## config.mk

```make
export PLATFORM = sky130hd
export DESIGN_NAME = midi_usart_port_with_tx_fifo
export DESIGN_NICKNAME = d
export VERILOG_FILES = /design/src/hw/rtl/mup_pkg.sv /design/src/hw/rtl/mup_txq.sv /design/src/hw/rtl/midi_usart_port_with_tx_fifo.sv
export SDC_FILE = /design/constraint.sdc
export NUM_CORES = 2
export LEC_CHECK = 0
export BUFFER_PORTS_ARGS = -buffer_cell sky130_fd_sc_hd__buf_2
export CELL_PAD_IN_SITES_DETAIL_PLACEMENT = 1
export CELL_PAD_IN_SITES_GLOBAL_PLACEMENT = 1
export CORE_ASPECT_RATIO = 0.9
export CORE_MARGIN = 2
export CORE_UTILIZATION = 45
export CTS_CLUSTER_DIAMETER = 80
export DETAILED_ROUTE_END_ITERATION = 7
export GPL_ROUTABILITY_DRIVEN = 1
export MAX_ROUTING_LAYER = met4
export PLACE_DENSITY_LB_ADDON = 0.3
export SYNTH_ARGS = -nofsm -noshare
export SYNTH_HDL_FRONTEND = slang
export SYNTH_SLANG_ARGS = --single-unit
export TNS_END_PERCENT = 100
```

## constraint.sdc

```tcl
create_clock -name clock -period 11.05 [get_ports clock]
set_clock_uncertainty 0.05 [all_clocks]
set_input_delay 1.6575 -clock clock [delete_from_list [all_inputs] [get_ports clock]]
set_output_delay 1.6575 -clock clock [all_outputs]
set_load 0.01 [all_outputs]
```

## src/hw/rtl/mup_pkg.sv

```systemverilog
// shared types and constants of the usart-style midi port
package mup_pkg;

   localparam int DATA_W = 8;

   // opcodes of an input item
   localparam logic [1:0] OP_WRITE = 2'd0;
   localparam logic [1:0] OP_READ  = 2'd1;
   localparam logic [1:0] OP_DRAIN = 2'd2;

   // port offsets inside the eight-port window
   localparam logic [7:0] OFS_DATA   = 8'd0;
   localparam logic [7:0] OFS_CMD    = 8'd1;
   localparam logic [7:0] PORT_COUNT = 8'd8;

   // command register bits
   localparam int CMD_TX_OFF_BIT = 6;
   localparam int CMD_TX_EN_BIT  = 0;

   // status register bits
   localparam int STAT_NOT_FULL_BIT = 0;
   localparam int STAT_RX_RDY_BIT   = 1;
   localparam int STAT_EMPTY_BIT    = 2;

   localparam logic [7:0] BUS_IDLE   = 8'hFF;
   localparam logic [7:0] TIMER_READ = 8'h00;
   localparam logic [7:0] BASE_RESET = 8'd232;

   typedef struct packed {
      logic [1:0]        opcode;
      logic [7:0]        port;
      logic [7:0]        write_data;
      logic              rx_ready;
      logic [7:0]        rx_byte;
   } req_type;

   typedef struct packed {
      logic [7:0]        read_data;
      logic              drive_bus;
      logic              rx_take;
      logic              tx_valid;
      logic [7:0]        tx_byte;
      logic              tx_dropped;
   } rsp_type;

   typedef struct packed {
      logic full;
      logic empty;
   } txq_status_type;

endpackage

```

## src/hw/rtl/mup_txq.sv

```systemverilog
// transmit fifo: byte memory with write and read pointers
module mup_txq #(
   parameter int DEPTH = 256
) (
   input  logic                    clock,
   input  logic                    reset,
   input  logic                    push,
   input  logic [mup_pkg::DATA_W-1:0] push_data,
   input  logic                    pop,
   output mup_pkg::txq_status_type status,
   output logic [mup_pkg::DATA_W-1:0] pop_data
);
   import mup_pkg::*;

   localparam int PTR_W = (DEPTH > 1) ? $clog2(DEPTH) : 1;
   localparam logic [PTR_W-1:0] LAST = PTR_W'(DEPTH - 1);

   logic [DATA_W-1:0] mem [DEPTH];
   logic [PTR_W-1:0]  wr_ptr_ff, wr_ptr_in;
   logic [PTR_W-1:0]  rd_ptr_ff, rd_ptr_in;
   logic [PTR_W-1:0]  wr_next, rd_next;
   logic [DATA_W-1:0] pop_data_ff;

   // pointers count 0..DEPTH-1 and wrap, one entry stays free
   assign wr_next = (wr_ptr_ff == LAST) ? '0 : wr_ptr_ff + 1'b1;
   assign rd_next = (rd_ptr_ff == LAST) ? '0 : rd_ptr_ff + 1'b1;

   assign status.full  = (wr_next == rd_ptr_ff);
   assign status.empty = (wr_ptr_ff == rd_ptr_ff);

   assign wr_ptr_in = push ? wr_next : wr_ptr_ff;
   assign rd_ptr_in = pop  ? rd_next : rd_ptr_ff;

   always_ff @(posedge clock) begin
      if (reset) begin
         wr_ptr_ff <= '0;
         rd_ptr_ff <= '0;
      end else begin
         wr_ptr_ff <= wr_ptr_in;
         rd_ptr_ff <= rd_ptr_in;
      end
   end

   always_ff @(posedge clock) begin
      if (push) begin
         mem[wr_ptr_ff] <= push_data;
      end
      if (pop) begin
         pop_data_ff <= mem[rd_ptr_ff];
      end
   end

   assign pop_data = pop_data_ff;

endmodule

```

## src/hw/rtl/midi_usart_port_with_tx_fifo.sv

```systemverilog
// Usart-style midi port with transmit fifo on an 8-bit i/o bus. It answers eight
// ports from csr port_base (data, command/status, six timer ports). Each req
// transfer is a bus write, a bus read or a drain request and yields exactly one
// rsp transfer. One item is taken per clock while rsp_stall does not hold the rsp
// output; a result is registered in the s1 stage, where the fifo read lands, then
// in the rsp output register. The fifo holds FIFO_DEPTH-1 bytes; its memory has no
// reset and needs no clearing pass. Write port_base only while the block is idle.
module midi_usart_port_with_tx_fifo #(
   parameter int FIFO_DEPTH = 256
) (
   input  logic             clock,
   input  logic             reset,
   input  logic             req_valid,
   output logic             req_stall,
   input  mup_pkg::req_type req_data,
   output logic             rsp_valid,
   input  logic             rsp_stall,
   output mup_pkg::rsp_type rsp_data,
   input  logic             csr_valid,
   output logic             csr_ready,
   input  logic [7:0]       csr_data
);
   import mup_pkg::*;

   logic           req_accept;
   logic           s1_advance;
   logic           s1_valid_ff;
   rsp_type        s1_rsp_ff, s1_rsp_in;
   rsp_type        s1_rsp_fill;
   logic           rsp_valid_ff;
   rsp_type        rsp_data_ff;
   logic [7:0]     port_base_ff;
   logic           tx_en_ff, tx_en_in;
   logic [7:0]     offset;
   logic           push, pop;
   txq_status_type q_status;
   logic [7:0]     pop_data;

   mup_txq #(.DEPTH(FIFO_DEPTH)) u_txq (
      .clock     (clock),
      .reset     (reset),
      .push      (push),
      .push_data (req_data.write_data),
      .pop       (pop),
      .status    (q_status),
      .pop_data  (pop_data)
   );

   assign s1_advance = s1_valid_ff & (~rsp_valid_ff | ~rsp_stall);
   assign req_stall  = s1_valid_ff & ~s1_advance;
   assign req_accept = req_valid & ~req_stall;
   assign csr_ready  = 1'b1;
   assign offset     = req_data.port - port_base_ff;

   always_comb begin
      push      = 1'b0;
      pop       = 1'b0;
      tx_en_in  = tx_en_ff;
      s1_rsp_in = '0;
      if (req_accept) begin
         unique case (req_data.opcode)
            OP_WRITE: begin
               if (offset == OFS_DATA) begin
                  if (tx_en_ff) begin
                     if (q_status.full) begin
                        s1_rsp_in.tx_dropped = 1'b1;
                     end else begin
                        push = 1'b1;
                     end
                  end
               end else if (offset == OFS_CMD) begin
                  tx_en_in = ~req_data.write_data[CMD_TX_OFF_BIT]
                           & req_data.write_data[CMD_TX_EN_BIT];
               end
            end
            OP_READ: begin
               if (offset == OFS_DATA) begin
                  s1_rsp_in.drive_bus = 1'b1;
                  s1_rsp_in.rx_take   = req_data.rx_ready;
                  s1_rsp_in.read_data = req_data.rx_ready ? req_data.rx_byte : BUS_IDLE;
               end else if (offset == OFS_CMD) begin
                  s1_rsp_in.drive_bus                      = 1'b1;
                  s1_rsp_in.read_data[STAT_NOT_FULL_BIT]   = ~q_status.full;
                  s1_rsp_in.read_data[STAT_RX_RDY_BIT]     = req_data.rx_ready;
                  s1_rsp_in.read_data[STAT_EMPTY_BIT]      = q_status.empty;
               end else if (offset < PORT_COUNT) begin
                  s1_rsp_in.drive_bus = 1'b1;
                  s1_rsp_in.read_data = TIMER_READ;
               end else begin
                  s1_rsp_in.read_data = BUS_IDLE;
               end
            end
            OP_DRAIN: begin
               if (!q_status.empty) begin
                  pop                = 1'b1;
                  s1_rsp_in.tx_valid = 1'b1;
               end
            end
            default: ;
         endcase
      end
   end

   // popped byte arrives from memory in the cycle after the pop
   always_comb begin
      s1_rsp_fill         = s1_rsp_ff;
      s1_rsp_fill.tx_byte = s1_rsp_ff.tx_valid ? pop_data : '0;
   end

   always_ff @(posedge clock) begin
      if (reset) begin
         s1_valid_ff  <= 1'b0;
         rsp_valid_ff <= 1'b0;
         tx_en_ff     <= 1'b0;
         port_base_ff <= BASE_RESET;
      end else begin
         s1_valid_ff <= req_accept | (s1_valid_ff & ~s1_advance);
         if (s1_advance) begin
            rsp_valid_ff <= 1'b1;
         end else if (!rsp_stall) begin
            rsp_valid_ff <= 1'b0;
         end
         tx_en_ff <= tx_en_in;
         if (csr_valid && csr_ready) begin
            port_base_ff <= csr_data;
         end
      end
   end

   always_ff @(posedge clock) begin
      if (req_accept) begin
         s1_rsp_ff <= s1_rsp_in;
      end
      if (s1_advance) begin
         rsp_data_ff <= s1_rsp_fill;
      end
   end

   assign rsp_valid = rsp_valid_ff;
   assign rsp_data  = rsp_data_ff;

endmodule

```

Yosys cells after proc, flatten, opt, wreduce, memory -nomap -nowiden
Memory sizes are Yosys's and may differ from the RTL's. A register that Yosys moved wholly into a read port is not among the register bits.
Index checks and enable logic that the tools add are counted.
Storage, ports and cells
  register bits: 59
  bits in writable memories: 2048
  memories: 1
Operators by class
  add/sub/neg operators: 3
  eq/ne operators: 8
  reductions and logical operators: 5
  multiplexer cells: 21
  order comparisons: 1
  bitwise operators: 13
Memories
  u_txq.mem: depth 256, width 8, rd ports 1, clocked after memory_dff 1, wr ports 1, RTL line mup_txq.sv:18  | logic [DATA_W-1:0] mem [DEPTH];
Operators with widths (count)
  8-bit 2-to-1 mux: 4
  8-bit by 1-bit adder with 8-bit output (second input constant): 2
  8-bit equality test: 2
  8-bit equality test (second input constant): 2
  1-bit 2-to-1 mux: 14
  9-bit 2-to-1 mux: 1
  8-bit by 1-bit equality test with 1-bit output (second input constant): 1
  8-bit logical NOT: 1
  8-bit by 4-bit less-than comparator with 1-bit output (second input constant): 1
  8-bit subtractor: 1
  1-bit inverter: 7
  5-bit 2-to-1 mux: 1
  1-bit AND: 4
  4-bit 2-to-1 mux: 1
  4-bit AND reduction: 1
  3-bit AND reduction: 1
  2-bit by 1-bit equality test with 1-bit output (second input constant): 1
  2-bit equality test (second input constant): 1
  2-bit logical NOT: 1
  2-bit by 1-bit inequality test with 1-bit output (second input constant): 1
  1-bit OR: 2
  2-bit AND reduction: 1

Longest topological paths before layout
  depth after elaboration: 10
  gate-level depth with buffers: 13

Hierarchy
Synthesis repeated with hierarchy kept, for this count alone.
Second synthesis, totals
  cells, all modules: 4025
  area, all modules: 83069.7 sq um
Modules (own cells, without submodules)
  mup_txq: times used 1, area an instance 81037.7 sq um, sequential area each 62059.5 sq um, cells an instance 3849
  midi_usart_port_with_tx_fifo: times used 1, area an instance 2031.9 sq um, sequential area each 1181.1 sq um, cells an instance 176

Worst setup path before layout
No wires, ideal clock.
  kind: input -> register
  from: in req_data[17] (netlist name)
  to: mem u_txq.mem[153][0] (enable)
  stages on the path: 13
  arrival time: 4321 ps
  data required time: 10630 ps
  path slack: 6308 ps
  path through: inv_1 -> ha_1 -> inv_1 -> fa_1 -> a21o_1 -> a21oi_1 -> o221ai_1 -> a211oi_4 -> and4_4 -> buf_8 -> nand4_4 -> buf_8 -> nor2_1
Between the ends
  cells in the longest elaborated chain, start to end: 7
RTL lines
  from (decl): RTL line midi_usart_port_with_tx_fifo.sv:15  | input mup_pkg::req_type req_data,
  8-bit subtractor: RTL line midi_usart_port_with_tx_fifo.sv:53  | assign offset = req_data.port - port_base_ff;
  8-bit logical NOT: RTL line midi_usart_port_with_tx_fifo.sv:63  | if (offset == OFS_DATA) begin
  1-bit 2-to-1 mux: RTL line midi_usart_port_with_tx_fifo.sv:63
  1-bit 2-to-1 mux: RTL line midi_usart_port_with_tx_fifo.sv:61  | unique case (req_data.opcode)
  1-bit 2-to-1 mux: RTL line midi_usart_port_with_tx_fifo.sv:60  | if (req_accept) begin
  1-bit 2-to-1 mux: RTL line mup_txq.sv:45  | if (push) begin
  1-bit 2-to-1 mux (not written as such): RTL line mup_txq.sv:46  | mem[wr_ptr_ff] <= push_data;
  to (decl): RTL line mup_txq.sv:18
Every way passes these cells.

Final worst setup path
  from: in req_data[17] (netlist name)
  to: mem u_txq.mem[160][3] (enable)
Same word-level chain as after synthesis.

==> results <==
- The flow ran to the end, and the final reports show no timing, DRC or antenna violations.
- Post-CTS timing repair inserted 0 buffers for setup.
- The critical path data arrival time is 6.06 ns.
- Synthesis produced a netlist with a net count of 4,200.
- The instance count of the mapped netlist is 4,147.
- The fraction of the cycle the final worst path needs is 0.509.
- Clock-pin slew was measured on the worst setup and hold paths at 0.06 ns.
- The reg-to-reg endpoint is u_txq.mem[160][3].
- Across the VDD grid, the largest voltage drop is 0.182 mV.
- The source-to-sink clock delay at the later pin of the worst-skew pair is 0.86 ns.
- For this design the static power due to leakage is 27.7 nW.
- The worst register-to-register path has a depth of 8.
- The final routed wirelength across all metal layers is 253 mm.
- The core utilization of the finished layout is 0.502.
- The total number of clock tree sinks is 2,115.
- The final-stage net count is 4,291.
- For this block, the via count after detailed routing is 44,252.
- In the final layout, the share of cells above drive strength 1 is 0.234.
- During placement, the flow inserted port buffers numbering 61.
- The first global-routing pass estimated 357 mm of wire.
- The final count of hold timing violations is 0.
- The top achievable clock speed is 0.178 GHz.
- The DRC violations left is 0.
- The worst hold path depth is 0.
- The first TritonRoute pass finished after 5 iterations.
- For this run, the total global-route usage over all layers was measured as 0.277.
- The final weighted congestion in routability-driven placement is 0.878.
- The biggest area contributor in the post-synthesis netlist is edfxtp_1.
- Counting I/O delays and the setup requirement, the final critical path takes 5.63 ns.
- The cell area power density is 174 nW/um^2.
- The proportion of synthesized flip-flops having asynchronous set or reset is 0.
- The average wire per cell in the routed design is 37.0 um.
- In this run, synthesis produced a sequential element count of 2,115.
- Across all register-to-register paths, the minimum setup slack is 5.99 ns.
- Clock tree synthesis selected as its root buffer the cell clkbuf_16.
- The count of nets left with antenna violations after detail routing is 0.
- The placeable core region is 185,000 sq um.
- The worst-case hold path end point is rsp_data[15].
- The pre-CTS worst setup slack is 4.59 ns.
- The final count of pins violating max slew is 0.
- Buffers inserted during clock tree synthesis total 198.
- Yosys printed 0 warnings.
- The number of synthesized flops with an enable pin is 2,088.
- The sum of overflow across all layers after global routing is 0.
- The required time at the endpoint of the critical path is 11.48 ns.
- The number of library cell types mapped by synthesis is 94.
- In this run the deepest clock path goes through 3 buffers.
- The number of antenna violations at the first check in global routing came to 5.
- The worst setup path is captured at a flop.
- In this run, the number of DRC markers left after iteration 0 of detailed routing was 6,169.
- The die covers 190,000 sq um.
- The hold path startpoint is s1_rsp_ff[15].
- The nature of the critical path startpoint is a primary input.
- The y dimension of the die is 414 um.
- The floorplan has 150 rows.
- The post-cts resize count is 0.
- The number of global-route vias before repair was 43,860.
- The ratio of routed vias to standard cells is 6.46.
- Setup repair after global routing left no endpoint under its margin.
- The starting density of the core is 0.452.
- The post-DP HPWL is 149 mm.
- The setup path with the least slack is of type in2reg.
- Summed over all failing endpoints, the final setup total negative slack is 0 ns.
- The worst hold path belongs to the class reg2reg.
- 63 I/O pins were placed.
- Across all setup checks in the final design, the least slack found is 5.42 ns.
- The share of Yosys cell area claimed by the top area cell type is 0.748.
- The die width is 459 um.
- The maximum fanout along the worst path is 22.
- By count the netlist is led by edfxtp_1, mux4_2, nor2_1.
- The clock tree from TritonCTS is yes.
- The portion of the post-synthesis area used by sequential elements is 0.754.
- The post-synth design cell area is 83,900 sq um.
- Max-cap violations in this run came to 0.
- The H-tree depth is 4.
- Relative to the synthesized area, the layout overhead comes to 11.0%.
- The beginning of the worst register-to-register path is u_txq.rd_ptr_ff[3].
- The library cell with the highest instance count after synthesis is edfxtp_1.
- Setup violations remaining at the end of the flow were counted as 0.
- The most used flip-flop cell after synthesis is edfxtp_1.
- The slew of the pin with the lowest slew margin is 1.22 ns.
- In this run the tightest slew margin relative to its limit is 0.183.
- Yosys attributes the largest share of cell area to edfxtp_1, mux4_2, mux2i_1, nor2_1, dfxtp_1.
- The maximum number of pins on one net before global-route repair is 132.
- Hold repair after CTS inserted 0 buffers.
- The average instance in the mapped netlist occupies 20.2 sq um.
==> logic make-up (layout without fill, tap and decap cells) <==
| logic type | after synthesis | in the layout | share of synthesized area |
|---|---|---|---|
| buffers and inverters | 280 | 545 | 0.0221 |
| adder cells (fa/ha/maj) | 13 | 13 | 0.00203 |
| AO/OA/AOI/OAI | 437 | 437 | 0.0367 |
| XOR/XNOR | 21 | 21 | 0.00269 |
| other | 1 | 8 | 0.0000447 |
| multiplexers | 642 | 642 | 0.143 |
| flip-flops | 2115 | 2115 | 0.754 |
| AND/OR/NAND/NOR | 638 | 638 | 0.0395 |
==> layout make-up <==
class | instances | area, sq um
fillers | 16464 | 92300
flip-flops and latches | 2115 | 63300
multi-input cells | 1752 | 18800
clock buffers | 238 | 5300
well taps | 2432 | 3040
clock inverters | 136 | 1420
repair buffers | 146 | 1150
inverters | 25 | 97.6
diodes | 7 | 17.5
==> layout by cell type, fill, tap and decap left out, types with 9 or more instances in the layout <==
cell,netlist,routed
a2111oi_0,9,9
a211oi_1,25,25
a21oi_1,97,97
a221oi_1,34,34
a22oi_1,66,66
a31oi_1,20,20
and2_1,16,16
buf_12,7,11
buf_2,78,53
buf_4,35,74
bufinv_16,0,26
clkbuf_1,72,30
clkbuf_16,0,206
clkbuf_8,0,10
clkinv_1,1,37
clkinv_2,0,42
clkinv_4,0,9
clkinvlp_4,0,12
dfxtp_1,27,20
edfxtp_1,2088,2088
ha_1,12,12
inv_1,24,23
mux2_2,17,17
mux2i_1,183,183
mux4_2,442,442
nand2_1,134,134
nand2b_1,10,10
nand3_1,43,43
nand4_1,18,18
nand4_4,15,15
nor2_1,244,242
nor2_2,61,61
nor2b_1,18,13
nor3_1,24,24
nor4_1,10,10
o211ai_1,23,23
o21ai_0,41,41
o221ai_1,18,18
o22ai_1,27,27
xnor2_1,9,9
==> routing by layer <==
| metal | GRT usage | vias up | part of all wire |
|---|---|---|---|
| li1 | - | 17361 | - |
| met5 | - | - | 0 |
| met2 | 0.410 | 2709 | 0.46 |
| met3 | 0.0594 | 364 | 0.097 |
| met1 | 0.391 | 23818 | 0.41 |
| met4 | 0.0741 | 0 | 0.028 |
==> where the power goes <==
| group | leakage (nW) | total, mW | internal, mW | switching, mW |
|---|---|---|---|---|
| Clock | 3.28 | 7.13 | 4.04 | 3.09 |
| Combinational | 5.44 | 0.237 | 0.0317 | 0.206 |
| Sequential | 19.0 | 8.82 | 8.81 | 0.00441 |
| Total | 27.7 | 16.2 | 12.9 | 3.30 |
==> registers in the layout (all words and copies together), names as in the netlist <==
register / count
s1_rsp_ff: 12
port_base_ff: 8
u_txq.wr_ptr_ff: 8
tx_en_ff: 1
u_txq.rd_ptr_ff: 8
rsp_data: 20
s1_valid_ff: 1
u_txq.mem: 2048
rsp_valid: 1
u_txq.pop_data: 8
==> per-stage QoR <==
step	hold WS (ns)	cells	cell area [sq um]	power, mW
6_report	0.371	6851	93100	16.2
2_1_floorplan	0.350	4147	83900	9.03
5_1_grt	0.378	6848	93100	16.5
3_3_place_gp	0.355	6470	86400	9.23
3_5_place_dp	0.357	6470	86400	9.23
4_1_cts	0.361	6844	93100	16.2
==> worst max path at each step <==
stage	from	endpoint	slack, ns
floorplan	req_data[17]	u_txq.mem[153][0]	6.31
finish	req_data[17]	u_txq.mem[160][3]	5.42
detailed placement	req_data[17]	u_txq.mem[112][1]	4.59
CTS	req_data[17]	u_txq.mem[144][6]	5.46
global placement	req_data[17]	u_txq.mem[176][0]	4.69
global route	req_data[17]	u_txq.mem[144][5]	5.31
==> critical path, cell delays in order <==
cell      delay [ns]
buf_2           0.10
inv_1           0.05
ha_1            0.18
inv_1           0.06
fa_1            0.40
a21o_1          0.17
a21oi_1         0.21
o221ai_1        0.22
a211oi_4        0.35
and4_4          0.63
nand4_4         1.02
nor2_1          0.98
Power figures use the tool's default switching activity.
